--- src/hdl/rsfc_pkg.sv ---
// ----------------------------------------------------------------------------
// rsfc_pkg
// shared constants and types of the rate-and-state friction core
// ----------------------------------------------------------------------------
`timescale 1ns / 1ps
`default_nettype none

package rsfc_pkg;

    localparam int DATA_W      = 32;          // width of fields and registers
    localparam int LOG_FRAC    = 30;          // fraction bits of log2 result
    localparam int MANT_W      = LOG_FRAC + 1; // mantissa in [1,2), Q1.30
    localparam int CNT_W       = 6;           // shift count / exponent width
    localparam int NORM_STAGES = 6;           // shifts of 32,16,8,4,2,1
    localparam int LN2_W       = 28;
    localparam int LN_W        = 31;          // ln term stays below 2^30
    localparam int PROD_W      = 64;
    localparam int PIPE_EXTRA  = 42;          // stages after the divider chain

    localparam logic [LN2_W-1:0] LN2_Q28 = 28'd186065279;
    localparam logic [CNT_W-1:0] EXP_BIAS = 6'd32;

    typedef enum logic [2:0] {
        REG_BASE_COEF  = 3'd0,
        REG_VEL_GAIN   = 3'd1,
        REG_STATE_GAIN = 3'd2,
        REG_VEL_SCALE  = 3'd3,
        REG_STATE_SCALE = 3'd4
    } cfg_reg_t;

endpackage

`default_nettype wire

--- src/hdl/rsfc_norm_cell.sv ---
// ----------------------------------------------------------------------------
// rsfc_norm_cell
// one step of the leading-one normalizer: shift left by SHIFT if the top is clear
// ----------------------------------------------------------------------------
`timescale 1ns / 1ps
`default_nettype none

module rsfc_norm_cell #(
    parameter int YW    = 49,
    parameter int SHIFT = 32
) (
    input  wire logic                        clk,
    input  wire logic [YW-1:0]               word_in,
    input  wire logic [rsfc_pkg::CNT_W-1:0]  cnt_in,
    output logic      [YW-1:0]               word_out,
    output logic      [rsfc_pkg::CNT_W-1:0]  cnt_out
);

    logic top_clear;

    assign top_clear = (word_in[YW-1 -: SHIFT] == '0);

    always_ff @(posedge clk)
    begin
        if (top_clear)
        begin
            word_out <= word_in << SHIFT;
            cnt_out  <= cnt_in + rsfc_pkg::CNT_W'(SHIFT);
        end
        else
        begin
            word_out <= word_in;
            cnt_out  <= cnt_in;
        end
    end

endmodule

`default_nettype wire

--- config.mk ---
export PLATFORM = sky130hd
export DESIGN_NAME = rsfc_norm_cell
export DESIGN_NICKNAME = d
export VERILOG_FILES = /design/src/hdl/rsfc_pkg.sv /design/src/hdl/rsfc_norm_cell.sv
export SDC_FILE = /design/constraint.sdc
export NUM_CORES = 1
export LEC_CHECK = 0
export ABC_AREA = 0
export ABC_CLOCK_PERIOD_IN_PS = 1200
export BUFFER_PORTS_ARGS = -buffer_cell sky130_fd_sc_hd__buf_2
export CORE_ASPECT_RATIO = 1.1
export CORE_UTILIZATION = 35
export CTS_CLUSTER_SIZE = 25
export DETAILED_ROUTE_END_ITERATION = 8
export PLACE_DENSITY = 0.71
export SYNTH_ARGS = -nofsm -noshare
export SYNTH_HDL_FRONTEND = slang
export SYNTH_SLANG_ARGS = --single-unit
--- constraint.sdc ---
create_clock -name clk -period 1.2 [get_ports clk]
set_input_delay 0.06 -clock clk [delete_from_list [all_inputs] [get_ports clk]]
set_output_delay 0.06 -clock clk [all_outputs]
set_load 0.05 [all_outputs]
* Word level (Yosys, flattened, before mapping)
Cells that the tools add are included.
Word-level totals: bits in registers 55, bits in latches 0, RAM bits 0, memory bits (read-only) 0, bits of input ports 56, output and inout bits 55, logic and storage cells 7, memories 0
Cells by class: $add $sub $neg 1, multiply operators 0, divide/modulo/power cells 0, $lt $le $gt $ge 0, equal/unequal tests 0, shifts and indexed selects 0, mux-type cells 2, bitwise gates (word level) 0, reduce and logical (&&, ||, !) cells 1
Operators with widths (count):
- two-way mux 49 bit | 1
- zero test 32 bit | 1
- adder 6 bit (second input constant) | 1
- two-way mux 6 bit | 1

* Logic depth before layout (Yosys ltp)
depth after elaboration 2, mapped depth 5

* Worst setup path before layout
No wires, ideal clock.
kind input to register, start input word_in[46], end register word_out[10], data arrival time 0.922 ns, data required time 1.082 ns, path slack 0.160 ns, cell stages on the path 5, cells stage by stage nor4_1 -> nand4_1 -> nor2_4 -> buf_2 -> nor2b_1
Between the ends: cells in the longest elaborated chain, start to end 1
Ends and longest elaborated chain:
- start, declared | RTL line rsfc_norm_cell.sv:13 | input wire logic [YW-1:0] word_in,
- zero test 32 bit | RTL line rsfc_norm_cell.sv:21 | assign top_clear = (word_in[YW-1 -: SHIFT] == '0);
- end signal, assigned | RTL line rsfc_norm_cell.sv:27 | word_out <= word_in << SHIFT;
- end signal, assigned | RTL line rsfc_norm_cell.sv:32 | word_out <= word_in;
- end, declared | RTL line rsfc_norm_cell.sv:15 | output logic [YW-1:0] word_out,
Every way passes these cells. A chain may end at the register's enable or synchronous reset.

* Final worst setup path
start input word_in[38], end register cnt_out[5] in the netlist's numbering
Between the ends: cells in the longest elaborated chain, start to end 2
Ends and longest elaborated chain:
- zero test 32 bit | RTL line rsfc_norm_cell.sv:21
- two-way mux 6 bit | RTL line rsfc_norm_cell.sv:25 | if (top_clear)
- end signal, assigned | RTL line rsfc_norm_cell.sv:28 | cnt_out <= cnt_in + rsfc_pkg::CNT_W'(SHIFT);
- end signal, assigned | RTL line rsfc_norm_cell.sv:33 | cnt_out <= cnt_in;
- end, declared | RTL line rsfc_norm_cell.sv:16 | output logic [rsfc_pkg::CNT_W-1:0] cnt_out
Every way passes these cells.

==> flow_metrics.tcl <==
set metrics [dict create \
    status "finished, final reports clean" \
    ant_nets 0 \
    drive_gt1_share_pct 48.6 \
    drv_cap 0 \
    syn-cell-area_um2 1520 \
    p_leak_nw 1.39 \
    synthCells 119 \
    grt_busiest_layer "met2" \
    io_pins 111 \
    ys_ff_latch 55 \
    maxSlewViolCount 0 \
    final_area_um2 2730 \
    cp-start-kind "primary input" \
    fin_crit_ns 1.11 \
    diodes 0 \
    synth_top_area_share_pct 72.7 \
    routedWlPerCell_um 13.2 \
    slew_headroom_pct 79.1 \
    syn_area_per_cell_um2 12.7 \
    rsz0062_at_grt "no" \
    ys_seq_area_share_pct 72.7 \
    setup_violations 0 \
    gp_congestion 0.675 \
    synth.area.top_cells "dfxtp_1 (73%), a21o_1 (8.4%), nor2b_1 (5.0%)" \
    clk_path_buf_depth 2 \
    grt-ovfl-total 0 \
    dieHeight_um 71.0 \
    start_util_pct 37.4 \
    cts_made_buffers 5 \
    crit_path_max_fanout 15 \
    worstPathArrival_ns 1.35 \
    layout.nets 333 \
    tightestPinTransition_ns 0.311 \
    grtUsageMet1_pct 19.3 \
    ys_types 11 \
    placed_cells 276 \
    antenna_found_initial 0 \
    vias_per_cell 4.30 \
    grt_max_degree 17 \
    fin_cells 330 \
    clk_pin_slew_worst_paths_ns 0.08 \
    num_rows 24 \
    dieArea_um2 4600 \
    port_buffers 110 \
    fin_crit_sh_pct 92.7 \
    die_width_um 64.7 \
    dpl_cell_area_um2 2160 \
    fin_util_pct 67.4 \
    clkSinkCount 55 \
    finalHoldViolations 0 \
    critPathCaptureType "flip-flop" \
    drt-pass1-iter-count 4 \
    worstHoldPathType "primary input to flip-flop" \
    vdd_drop_max_v 0.000781 \
    drt_iter0_markers 84 \
    fp.coreArea_um2 4050 \
    cts_tree "built" \
    cp_data_required_time_ns 1.43 \
    grtUsageTotal_pct 19.4 \
    cts_setup_buffers 0 \
    dp_hpwl_um 2760 \
    syn_to_final_growth_pct 80.3 \
    htreeDepth 2 \
    crit_type "primary input to flip-flop" \
    use_met3_pct 4.68 \
    routed_wl_um 4350 \
    drc 0 \
    grt_pass1_wl_um 6670 \
    yosysWarnings 0 \
    grt_pass1_vias 1454 \
    vias 1419 \
    powerDensity_nw_per_um2 1370 \
    nFillCells 297 \
    synth_top_area_cell "dfxtp_1" \
    grt.met2_usage_pct 37.2 \
    root_buffer "clkbuf_8" \
    syn_nets 175 \
    fmax_ghz 0.899 \
]
cell families (layout without fill, tap and decap cells):
logic type / Yosys count / after routing / synth area share (%)
buffers and inverters: 18 / 177 / 5.53
AND/OR/NAND/NOR: 28 / 28 / 12.3
AO/OA/AOI/OAI: 17 / 17 / 8.42
XOR/XNOR: 1 / 1 / 1.07
flip-flops: 55 / 55 / 72.7
worst max-delay path: stages:
cell     delay, ns
buf_2         0.11
nor4_1        0.29
buf_4         0.16
nand4_1       0.14
nor2_4        0.22
buf_4         0.24
xor2_2        0.13
sequential cells by signal, indices dropped and copies added (netlist names):
signal	flops
word_out	49
cnt_out	6
synthesized netlist by cell type:
cell type,count
nor2_4,1
xor2_2,1
nand4_1,2
buf_2,1
buf_6,2
clkbuf_1,15
nor4_1,8
and2b_1,5
dfxtp_1,55
a21o_1,17
nor2b_1,12
repair_timing:
item                       4_1_cts  5_1_grt
hold buffers                    46        0
setup endpoints to repair        0       29
hold endpoints to repair        52        0
resized for setup                0        3
layout make-up:
type	count	area (µm²)	share of cell area, %
clock buffer	7	86.3	3.16
clock inverter	1	8.76	0.321
multi-input combinational	46	349	12.8
sequential	55	1100	40.3
tap	52	65.1	2.38
timing repair buffer	169	1120	41.0
layer usage:
| metal | vias up | wire length, µm |
|---|---|---|
| met3 | 10 | 229 |
| met2 | 72 | 2360 |
| met5 | - | 0 |
| met4 | 0 | 114 |
| li1 | 692 | - |
| met1 | 645 | 1650 |
metrics by stage:
step	hold WS (ns)	setup TNS (ns)	total power [mW]	setup slack [ns]
after floorplan	0.0877	0	2.40	0.160
after global placement	0.165	-8.36	2.61	-0.282
after detailed placement	0.167	-8.99	2.62	-0.307
after CTS	0.0222	0	3.77	0.0156
after global routing	0.0337	0	3.90	0.0278
final	0.0375	0	3.74	0.0879
report_power, final:
| part | internal, mW | total (mW) | switching (mW) |
|---|---|---|---|
| clock network | 0.474 | 1.04 | 0.565 |
| logic | 0.280 | 0.762 | 0.482 |
| registers | 1.92 | 1.94 | 0.0221 |
cell usage in the layout, fill, tap and decap left out:
cell type / count
nor2b_1: 12
and2b_1: 5
buf_12: 1
clkinv_4: 1
dlygate4sd3_1: 46
buf_4: 12
clkbuf_8: 6
a21o_1: 17
nor2_4: 1
dfxtp_1: 55
buf_2: 110
xor2_2: 1
nor4_1: 5
clkbuf_1: 1
nor4_2: 3
nand4_1: 2
path summary, 6_finish.rpt:
kind	depth (start not counted)	slack (ns)	start	endpoint
worst max-delay path	7	0.09	word_in[38]	cnt_out[5]$_DFF_P_
worst min-delay path	3	0.04	word_in[41]	word_out[41]$_DFF_P_
(Power assumes the default switching activity.)
