## src/hdl/rsfc_pkg.sv

```systemverilog
// ----------------------------------------------------------------------------
// rsfc_pkg
// shared constants and types of the rate-and-state friction core
// ----------------------------------------------------------------------------
`timescale 1ns / 1ps
`default_nettype none

package rsfc_pkg;

    localparam int DATA_W      = 32;          // width of fields and registers
    localparam int LOG_FRAC    = 30;          // fraction bits of log2 result
    localparam int MANT_W      = LOG_FRAC + 1; // mantissa in [1,2), Q1.30
    localparam int CNT_W       = 6;           // shift count / exponent width
    localparam int NORM_STAGES = 6;           // shifts of 32,16,8,4,2,1
    localparam int LN2_W       = 28;
    localparam int LN_W        = 31;          // ln term stays below 2^30
    localparam int PROD_W      = 64;
    localparam int PIPE_EXTRA  = 42;          // stages after the divider chain

    localparam logic [LN2_W-1:0] LN2_Q28 = 28'd186065279;
    localparam logic [CNT_W-1:0] EXP_BIAS = 6'd32;

    typedef enum logic [2:0] {
        REG_BASE_COEF  = 3'd0,
        REG_VEL_GAIN   = 3'd1,
        REG_STATE_GAIN = 3'd2,
        REG_VEL_SCALE  = 3'd3,
        REG_STATE_SCALE = 3'd4
    } cfg_reg_t;

endpackage

`default_nettype wire

```

## src/hdl/rsfc_div_cell.sv

```systemverilog
// ----------------------------------------------------------------------------
// rsfc_div_cell
// one restoring division step: brings in one dividend bit, emits one quotient bit
// ----------------------------------------------------------------------------
`timescale 1ns / 1ps
`default_nettype none

module rsfc_div_cell #(
    parameter int QW = 48
) (
    input  wire logic                          clk,
    input  wire logic [rsfc_pkg::DATA_W-1:0]   divisor,
    input  wire logic [rsfc_pkg::DATA_W-1:0]   rem_in,
    input  wire logic [QW-1:0]                 dvd_in,
    input  wire logic [QW-1:0]                 quo_in,
    output logic      [rsfc_pkg::DATA_W-1:0]   rem_out,
    output logic      [QW-1:0]                 dvd_out,
    output logic      [QW-1:0]                 quo_out
);

    logic [rsfc_pkg::DATA_W:0]   trial;
    logic                        fits;
    logic [rsfc_pkg::DATA_W:0]   diff;

    assign trial = {rem_in, dvd_in[QW-1]};
    assign fits  = (trial >= {1'b0, divisor});
    assign diff  = trial - {1'b0, divisor};

    always_ff @(posedge clk)
    begin
        rem_out <= fits ? diff[rsfc_pkg::DATA_W-1:0] : trial[rsfc_pkg::DATA_W-1:0];
        dvd_out <= {dvd_in[QW-2:0], 1'b0};
        quo_out <= {quo_in[QW-2:0], fits};
    end

endmodule

`default_nettype wire

```

## config.mk

```make
export PLATFORM = sky130hd
export DESIGN_NAME = rsfc_div_cell
export DESIGN_NICKNAME = d
export VERILOG_FILES = /design/src/hdl/rsfc_pkg.sv /design/src/hdl/rsfc_div_cell.sv
export SDC_FILE = /design/constraint.sdc
export NUM_CORES = 1
export LEC_CHECK = 0
export BUFFER_PORTS_ARGS = -buffer_cell sky130_fd_sc_hd__buf_2
export CORE_AREA = 2 2 112 114
export DETAILED_ROUTE_END_ITERATION = 8
export DIE_AREA = 0 0 114 116
export GPL_ROUTABILITY_DRIVEN = 0
export PLACE_DENSITY_LB_ADDON = 0.08
export SETUP_SLACK_MARGIN = 0.1
export SYNTH_ARGS = -nofsm -noshare
export SYNTH_HDL_FRONTEND = slang
export SYNTH_SLANG_ARGS = --single-unit
```

## constraint.sdc

```tcl
create_clock -name clk -period 6.95 [get_ports clk]
set_clock_uncertainty 0.1 [all_clocks]
set_input_delay 1.7375 -clock clk [delete_from_list [all_inputs] [get_ports clk]]
set_output_delay 1.7375 -clock clk [all_outputs]
set_load 0.005 [all_outputs]
```

# Yosys cells after proc, flatten, opt, wreduce, memory -nomap -nowiden
# Index checks and enable logic that the tools add are counted.
[classes]
bitwise = 0
magnitude_cmp = 1
add_sub_neg = 1
eq_ne = 0
reduce_logical = 0
n_mux = 1
mul = 0
div_mod_pow = 0
shifts = 0
[op_table]
columns = ["cell", "n"]
rows = [
  ["$ge A33 B32 Y1", 1],
  ["$mux W32", 1],
  ["$sub A32 B32 Y32", 1],
]
[word_totals]
ram_bits = 0
rom_bits = 0
reg_bits = 127
out_inout_bits = 128
n_memories = 0
in_bits = 161
latch_bits = 0
wordCells = 6

# Depth between registers and ports, before layout
[depth]
word_depth = 2
ltp_mapped = 13
ltp_nobuf = 11

# Worst setup path after synthesis
# No wires, ideal clock.
[synth_timing]
path_kind = "in2reg"
start = "input port divisor[23] (netlist bit)"
end = "register rem_out[14] (netlist bit)"
path_buffers = 2
required_ps = 6729
arrival_ps = 3845
slack_ps = 2884
cell_stages = 11
setup_time_ps = 121
cell_sequence = "inv_1 ha_1 buf_6 and3_1 o21a_1 a311oi_2 o21ai_1 or3b_1 o21a_1 buf_6 mux2_4"
[synth_via]
elab_chain_len = 2
[synth_lines]
columns = ["element", "line_no", "source"]
rows = [
  ["from (decl)", "rsfc_div_cell.sv:12", "input wire logic [rsfc_pkg::DATA_W-1:0] divisor,"],
  ["$ge A33 B32 Y1", "rsfc_div_cell.sv:26", "assign fits = (trial >= {1'b0, divisor});"],
  ["$mux W32", "rsfc_div_cell.sv:31", "rem_out <= fits ? diff[rsfc_pkg::DATA_W-1:0] : trial[rsfc_pkg::DATA_W-1:0];"],
  ["to (signal assigned)", "rsfc_div_cell.sv:31", ""],
  ["to (decl)", "rsfc_div_cell.sv:16", "output logic [rsfc_pkg::DATA_W-1:0] rem_out,"],
]
# No other way between the ends.

# Final worst setup path
[layout_timing]
start = "input port divisor[23] (netlist bit)"
end = "register rem_out[20] (netlist bit)"
# Same word-level chain as after synthesis.

==> flow_summary.toml <==
[outcome]
status = "finished clean"

[synthesis]
synthesis.nets = 682
synth_area_mm2 = 0.00488
synth-simple-area-share = 0.107
synth_mux_area_frac = 0.0287
synth_seq_cells = 127
synth_edf_count = 0
synth_compound_area_frac = 0.150
synth_xor_area_frac = 0.0467
ys_warn_count = 0
syn_avg_cell_area_um2 = 10.0
synth.distinct_cells = 50
async_reset_ff_frac = 0
synthTopCellsByCount = "dfxtp_1, a21oi_1, inv_1"
synth_top_family_by_area = "compound AO/OA/AOI/OAI gates"
yosysMostFrequentCell = "dfxtp_1"
yosysSeqAreaShare = 0.521
synthCells = 488
synth_top_area_frac = 0.521
ys.flop_type = "dfxtp_1"
synthAdderAreaFrac = 0.0861
synth.area.top_cells = "dfxtp_1, ha_1, a21oi_1"
synth_top_area_cell = "dfxtp_1"

[placement]
dpl_worst_slack_ns = 1.92
dp_hpwl_um = 11900
portBuffers = 286
dpl.cell_count = 904

[cts]
htreeDepth = 4
cts_tree = "built"
cts.sinks = 127
post-cts-setup-buffer-count = 0
cts_hold_buf = 0
cts_root_buf = "clkbuf_16"
cts_buffers = 17
clk_pin_slew_ns = 0.06
ctsResizeCount = 0
clockBufferDepth = 2

[setup_path]
required_ns = 7.15
cp-end-kind = "register"
crit_type = "in -> reg"
path_cells = "buf_2 -> inv_1 -> ha_1 -> and3_1 -> nand4_1 -> nor4b_1 -> a21o_1 -> o21a_2 -> buf_4 -> mux2_4"
cpPeakStageDelay_ns = 0.66
critPathMaxFanout = 35
slowest_stage = "o21a_2"
cp.arrival_ns = 4.87
cp-start-kind = "primary input"

[worst_hold_path]
min_path_cells = 1
min_path_type = "in -> reg"

[sta]
period_minus_slack_ns = 4.67
fmax_mhz = 214
worst_pin_slew_ns = 0.783
hold_violations = 0
setup_tns_ns = 0
setup_slack_ns = 2.28
drv_slew = 0
setup_viol = 0
whs_ns = 1.32
rsz0062_at_grt = "no"
fin_crit_sh = 0.672
slew_headroom = 0.478

[floorplanning]
fp.dieW_um = 114
die-area_mm2 = 0.0132
die_h_um = 116
start_util = 0.410
coreArea_mm2 = 0.0119
io-pin-count = 289
rows = 40

[power]
peakVddDrop_mv = 0.146
total_power_mw = 2.04
p_per_area_mw_per_mm2 = 293
p_leak_nw = 3.59

[global_route]
grt_pass1_vias = 4361
grt_pass1_wl_um = 21500
antenna_found_initial = 3
grt_use_total = 0.213
overflow = 0
grt_max_degree = 36

[final_layout]
drive_gt1_frac = 0.420
fill_cells = 1095
regArea_mm2 = 0.00254
nets = 970
area_growth_pct = 42.7
multi_input_area_mm2 = 0.00205
fin_cells = 938

[detailed_routing]
vias = 4441
routed_via_density = 4.73
drc = 0
ant_nets = 0
drtPass1Iterations = 4
drt-initial-drc-count = 218
avgRoutedWirePerCell_um = 15.5
routed_wl_um = 14600

[job]
maxCapViolations = 0
final cells by class:
cell class	instances	area share
diodes	2	0.000719
clock buffers	20	0.0627
clock inverters	12	0.0194
inverters	46	0.0248
multi-input cells	297	0.294
flip-flops and latches	127	0.365
well taps	147	0.0264
repair buffers	287	0.207
layout by cell type, fill, tap and decap left out, types with 5 or more instances in the layout:
cell type | synthesis | layout
o21ai_0 | 17 | 17
o21a_1 | 6 | 5
xor2_1 | 10 | 10
o31ai_1 | 7 | 7
ha_1 | 32 | 32
inv_1 | 46 | 46
dfxtp_1 | 127 | 127
a21o_1 | 8 | 8
nor2_1 | 37 | 37
mux2_4 | 8 | 8
nand4_1 | 8 | 8
nand3_1 | 8 | 8
clkbuf_16 | 0 | 17
nand2_1 | 24 | 24
xnor2_1 | 16 | 16
nand2b_1 | 7 | 7
buf_2 | 5 | 286
a21oi_1 | 54 | 54
o21bai_1 | 5 | 5
where the power goes:
part           internal, mW  switching (mW)
Sequential            0.801          0.0147
Combinational         0.179           0.189
Clock                 0.530           0.327
Total                  1.51           0.530
state kept, by name, summed over array words and instances, names as in the netlist:
register and cells:
rem_out 32, quo_out 48, dvd_out 47
worst max-delay path, delay by kind of cell:
kind | cells | cell delay (ns)
AO/OA/AOI/OAI | 2 | 0.87
multiplexers | 1 | 0.32
adder cells (fa/ha/maj) | 1 | 0.41
buffers and inverters | 3 | 0.49
AND/OR/NAND/NOR | 3 | 1.02
worst paths after layout:
| path | startpoint | end | slack [ns] |
|---|---|---|---|
| hold / removal | dvd_in[38] | dvd_out[39] | 1.32 |
| setup / recovery | divisor[23] | rem_out[20] | 2.28 |
routing by layer:
metal / wire [µm] / vias up / part of all wire / global-route usage
met5: 17 / - / 0.0012 / 0
met3: 973 / 20 / 0.067 / 0.0805
met4: 252 / 2 / 0.017 / 0.0740
li1: - / 2243 / - / -
met2: 7490 / 154 / 0.51 / 0.372
met1: 5830 / 2022 / 0.40 / 0.240
cell families after synthesis:
kind of cell,after synthesis
compound gates,120
xor+xnor,26
fa+ha+maj,33
buf+inv,64
flops,127
mux,10
other cells,1
simple gates,107
per-stage QoR:
step / utilization / instance area, µm²
6_report: 0.585 / 6960
5_1_grt: 0.585 / 6960
4_1_cts: 0.584 / 6960
3_5_place_dp: 0.536 / 6390
3_3_place_gp: 0.536 / 6390
2_1_floorplan: - / 4880
Power figures use the tool's default switching activity.
