[config.mk]
export PLATFORM = sky130hd
export DESIGN_NAME = rsfc_sq_cell
export DESIGN_NICKNAME = d
export VERILOG_FILES = /design/src/hdl/rsfc_pkg.sv /design/src/hdl/rsfc_sq_cell.sv
export SDC_FILE = /design/constraint.sdc
export NUM_CORES = 2
export LEC_CHECK = 0
export ABC_AREA = 1
export BUFFER_PORTS_ARGS = -buffer_cell sky130_fd_sc_hd__buf_4
export CAP_MARGIN = 5
export CORE_UTILIZATION = 43
export CTS_CLUSTER_SIZE = 12
export DETAILED_ROUTE_END_ITERATION = 8
export GPL_TIMING_DRIVEN = 0
export PLACE_DENSITY = 0.59
export SLEW_MARGIN = 20
export SYNTH_ARGS = -nofsm -noshare
export SYNTH_HDL_FRONTEND = slang
export SYNTH_SLANG_ARGS = --single-unit
[constraint.sdc]
create_clock -name clk -period 11.3 [get_ports clk]
set_clock_uncertainty 0.05 [all_clocks]
set_input_delay 2.26 -clock clk [delete_from_list [all_inputs] [get_ports clk]]
set_output_delay 2.26 -clock clk [all_outputs]
set_load 0.01 [all_outputs]
[src/hdl/rsfc_pkg.sv]
// ----------------------------------------------------------------------------
// rsfc_pkg
// shared constants and types of the rate-and-state friction core
// ----------------------------------------------------------------------------
`timescale 1ns / 1ps
`default_nettype none

package rsfc_pkg;

    localparam int DATA_W      = 32;          // width of fields and registers
    localparam int LOG_FRAC    = 30;          // fraction bits of log2 result
    localparam int MANT_W      = LOG_FRAC + 1; // mantissa in [1,2), Q1.30
    localparam int CNT_W       = 6;           // shift count / exponent width
    localparam int NORM_STAGES = 6;           // shifts of 32,16,8,4,2,1
    localparam int LN2_W       = 28;
    localparam int LN_W        = 31;          // ln term stays below 2^30
    localparam int PROD_W      = 64;
    localparam int PIPE_EXTRA  = 42;          // stages after the divider chain

    localparam logic [LN2_W-1:0] LN2_Q28 = 28'd186065279;
    localparam logic [CNT_W-1:0] EXP_BIAS = 6'd32;

    typedef enum logic [2:0] {
        REG_BASE_COEF  = 3'd0,
        REG_VEL_GAIN   = 3'd1,
        REG_STATE_GAIN = 3'd2,
        REG_VEL_SCALE  = 3'd3,
        REG_STATE_SCALE = 3'd4
    } cfg_reg_t;

endpackage

`default_nettype wire

[src/hdl/rsfc_sq_cell.sv]
// ----------------------------------------------------------------------------
// rsfc_sq_cell
// one log2 fraction bit: square the mantissa, halve it when it reaches 2.0
// ----------------------------------------------------------------------------
`timescale 1ns / 1ps
`default_nettype none

module rsfc_sq_cell (
    input  wire logic                           clk,
    input  wire logic [rsfc_pkg::MANT_W-1:0]    mant_in,
    input  wire logic [rsfc_pkg::LOG_FRAC-1:0]  frac_in,
    input  wire logic [rsfc_pkg::CNT_W-1:0]     exp_in,
    output logic      [rsfc_pkg::MANT_W-1:0]    mant_out,
    output logic      [rsfc_pkg::LOG_FRAC-1:0]  frac_out,
    output logic      [rsfc_pkg::CNT_W-1:0]     exp_out
);

    logic [2*rsfc_pkg::MANT_W-1:0] sq;
    logic [rsfc_pkg::MANT_W:0]     sq_top;

    assign sq     = mant_in * mant_in;
    assign sq_top = sq[rsfc_pkg::LOG_FRAC +: rsfc_pkg::MANT_W + 1];

    always_ff @(posedge clk)
    begin
        mant_out <= sq_top[rsfc_pkg::MANT_W] ? sq_top[rsfc_pkg::MANT_W:1]
                                             : sq_top[rsfc_pkg::MANT_W-1:0];
        frac_out <= {frac_in[rsfc_pkg::LOG_FRAC-2:0], sq_top[rsfc_pkg::MANT_W]};
        exp_out  <= exp_in;
    end

endmodule

`default_nettype wire

=== Word level (Yosys, flattened, before mapping) ===
Cells that the tools add are included.

* Flip-flop bits (word level): 67
* Input bits: 68
* Output and inout bits: 67
* Word-level logic and storage cells: 6

* Multipliers: 1
* Multiplexer cells: 1

{| class="wikitable"
|+ Operator list
! kind !! number
|-
| $mul 31x31->62 || 1
|-
| $mux 30 || 1
|}

=== Longest topological paths before layout ===
* Depth after elaboration: 2
* Gate-level depth with buffers: 34

=== Worst setup path before layout ===
Ideal clock, no wire load.

* Kind: in2reg
* Start point: in mant_in[25] in the netlist's numbering
* End point: reg mant_out[18] in the netlist's numbering
* Data arrival time: 8616 ps
* Data required time: 11138 ps
* Slack: 2522 ps
* Cell stages on the path: 30
* Cell sequence: clkbuf_1 -> buf_1 -> nand2_1 -> fa_1 -> fa_1 -> inv_1 -> fa_1 -> inv_1 -> fa_1 -> inv_1 -> fa_1 -> fa_1 -> fa_1 -> inv_1 -> fa_1 -> inv_1 -> ha_1 -> nand2_1 -> nand2_1 -> a21oi_1 -> nand2_1 -> nand2_1 -> nand2_1 -> a21oi_1 -> nand2_1 -> nand2_1 -> nand2_2 -> buf_6 -> nand2_1 -> nand2_1

* Longest elaborated chain between the ends: 2

{| class="wikitable"
|+ RTL lines
! what !! RTL line !! source
|-
| from (decl) || rsfc_sq_cell.sv:10 || <nowiki>input wire logic [rsfc_pkg::MANT_W-1:0] mant_in,</nowiki>
|-
| $mul 31x31->62 || rsfc_sq_cell.sv:21 || <nowiki>assign sq = mant_in * mant_in;</nowiki>
|-
| $mux 30 || rsfc_sq_cell.sv:26 || <nowiki>mant_out <= sq_top[rsfc_pkg::MANT_W] ? sq_top[rsfc_pkg::MANT_W:1]</nowiki>
|-
| to (signal assigned) || rsfc_sq_cell.sv:26 ||
|-
| to (decl) || rsfc_sq_cell.sv:13 || <nowiki>output logic [rsfc_pkg::MANT_W-1:0] mant_out,</nowiki>
|}

Every way passes these cells.
A chain may end at the register's enable or synchronous reset.

=== Worst setup path after layout ===
* Start point: in mant_in[13] in the netlist's numbering
* End point: reg mant_out[30] in the netlist's numbering

* Longest elaborated chain between the ends: 1

{| class="wikitable"
|+ RTL lines
! what !! RTL line
|-
| $mul 31x31->62 || rsfc_sq_cell.sv:21
|}

Every way passes these cells.

==> results.sh <==
export IMPL_startpoint_type="input pin"
export IMPL_worstHoldPathCells=1
export IMPL_io_pins=135
export IMPL_dr_first_iter_drc_count=1934
export IMPL_synth_edf_count=0
export IMPL_area_growth_pct=7.923
export IMPL_place_inst=5007
export IMPL_drtPass1Iterations=5
export IMPL_gp_congestion=0.9639
export IMPL_critPathKind="in -> reg"
export IMPL_grt_util_all_layers=0.2772
export IMPL_synth_ff_type="dfxtp_1"
export IMPL_hold_violations=0
export IMPL_tritoncts="built"
export IMPL_numCtsBuffers=9
export IMPL_dieArea_um2=73060
export IMPL_rsz0062_at_grt="false"
export IMPL_layout_nets=5152
export IMPL_path_max_fanout=10
export IMPL_multi_input_area_um2=24150
export IMPL_ant_nets=0
export IMPL_postCtsSetupRepairBufs=0
export IMPL_cts_htree_levels=3
export IMPL_max_stage_delay_ns=0.96
export IMPL_start_util=0.4337
export IMPL_hold_class="in -> reg"
export IMPL_grt_first_pass_wirelength_um=151400
export IMPL_cp_data_arrival_time_ns=10.79
export IMPL_route_detailed_drc=0
export IMPL_vias_per_cell=4.813
export IMPL_wire_per_inst_um=19.17
export IMPL_setup_tns_final_ns=0
export IMPL_syn_instance_count=3926
export IMPL_outcome="completed"
export IMPL_io_buffers=131
export IMPL_nFillCells=7351
export IMPL_setup_viol=0
export IMPL_cts_sinks=67
export IMPL_cts_root_buf="clkbuf_16"
export IMPL_ys_ff_latch=67
export IMPL_diodes=0
export IMPL_overflow=0
export IMPL_worstMarginPinSlew_ns=1.232
export IMPL_slew_violations=0
export IMPL_grt_pass1_vias=25860
export IMPL_coreArea_um2=71360
export IMPL_async_flop_share=0
export IMPL_fmax_mhz=93.80
export IMPL_seqCellArea_um2=1341
export IMPL_synth_warnings=0
export IMPL_drive_above_1_share=0.04592
export IMPL_cp_common_cell="fa_1"
export IMPL_drt_wl_total_um=96250
export IMPL_endpoint_kind="flop"
export IMPL_die_h_um=270.3
export IMPL_row_count=98
export IMPL_fin_util=0.4681
export IMPL_fp_dieW_um=270.3
export IMPL_cts_clk_slew_worst_paths_ns=0.05
export IMPL_cpMaxStageDelayCell="buf_1"
export IMPL_postCtsHoldBufs=0
export IMPL_cts_resized=0
export IMPL_syn_nets=5010
export IMPL_timing_hold_ws_ns=1.990
export IMPL_synth_distinct_cells=35
export IMPL_period_minus_slack_ns=10.66
export IMPL_dr_total_vias=24170
export IMPL_synth_area_um2=30950
export IMPL_ys_seq_area_frac=0.04333
export IMPL_instances_no_fill=5022
export IMPL_period_share=0.9434
export IMPL_dpl_hpwl_um=82310
export IMPL_critical_path_required_ns=11.42
export IMPL_drv_cap=0
export IMPL_slew_headroom=0.1789
export IMPL_syn_area_per_cell_um2=7.884
export IMPL_clockBufferDepth=2
export IMPL_antenna_found_initial=2
export IMPL_grt_max_degree=11
cell families after synthesis:
| family | Yosys count | synth area share |
|---|---|---|
| compound gates | 94 | 0.01665 |
| fa+ha+maj | 1016 | 0.5919 |
| xor+xnor | 31 | 0.008772 |
| simple gates | 1275 | 0.1629 |
| flops | 67 | 0.04333 |
| buf+inv | 1443 | 0.1765 |
worst max-delay path: cells and delay by family:
family | cells | cell delay (ns)
AND/OR/NAND/NOR | 10 | 1.43
adder cells (fa/ha/maj) | 9 | 4.48
AO/OA/AOI/OAI | 1 | 0.09
buffers and inverters | 8 | 2.50
final cells by class:
| cell class | count | area share |
|---|---|---|
| multi-input cells | 2416 | 0.7229 |
| inverters | 1342 | 0.1508 |
| flip-flops and latches | 67 | 0.04015 |
| well taps | 950 | 0.03558 |
| repair buffers | 131 | 0.02944 |
| plain buffers | 101 | 0.01285 |
| clock buffers | 12 | 0.007079 |
| clock inverters | 3 | 0.001199 |
sequential cells by signal (all words and copies together), names as in the netlist:
name	count
frac_out	30
exp_out	6
mant_out	31
per-stage QoR:
stage | area, µm² | setup WS, ns
after floorplan | 30950 | 2.522
after global placement | 33130 | 0.4423
after detailed placement | 33130 | 0.4902
after CTS | 33400 | 0.7776
after global routing | 33410 | 0.3795
final | 33410 | 0.6390
synthesized netlist by cell type, types with 11 or more instances:
library cell  number  area, µm²
clkbuf_1          84      315.3
ha_1             269       3366
o21ai_0           17      85.08
fa_1             747      14950
o21bai_1          11      82.58
nand2_1         1044       3919
nor2_1           105      394.1
a21oi_1           59      295.3
nand2_2           15      93.84
nand3_1           63      315.3
xor2_1            21      183.9
dfxtp_1           67       1341
inv_1           1338       5022
nand4_1           15      93.84
routing by layer:
| layer | track usage | vias up | wire, µm |
|---|---|---|---|
| met5 | 0 | - | 13 |
| met4 | 0.08757 | 2 | 3803 |
| met3 | 0.03770 | 193 | 6848 |
| met2 | 0.4634 | 834 | 45290 |
| met1 | 0.3719 | 11980 | 40290 |
| li1 | - | 11160 | - |
final timing paths:
check              startpoint      endpoint  slack (ns)
setup / recovery  mant_in[13]  mant_out[30]        0.64
hold / removal     frac_in[2]   frac_out[3]        1.99
cells in the final DEF (no fill, tap or decap), drive strengths merged:
master	netlist	routed
inv	1342	1342
nand2	1059	1059
fa	747	747
ha	269	269
buf	17	148
nor2	112	112
clkbuf	84	96
dfxtp	67	67
nand3	63	63
a21oi	59	59
xor2	21	21
o21ai	18	18
nand4	15	15
o21bai	11	11
xnor2	10	10
nor3	9	9
or2	4	4
nor4	4	4
nand3b	4	4
and2	4	4
a21o	2	2
a31o	2	2
clkinv	0	2
and3	1	1
o21a	1	1
a21boi	1	1
bufinv	0	1
Power is left out: the tool's default activity adds up to more than one toggle a clock period on the data nets, which glitch-free logic cannot reach.
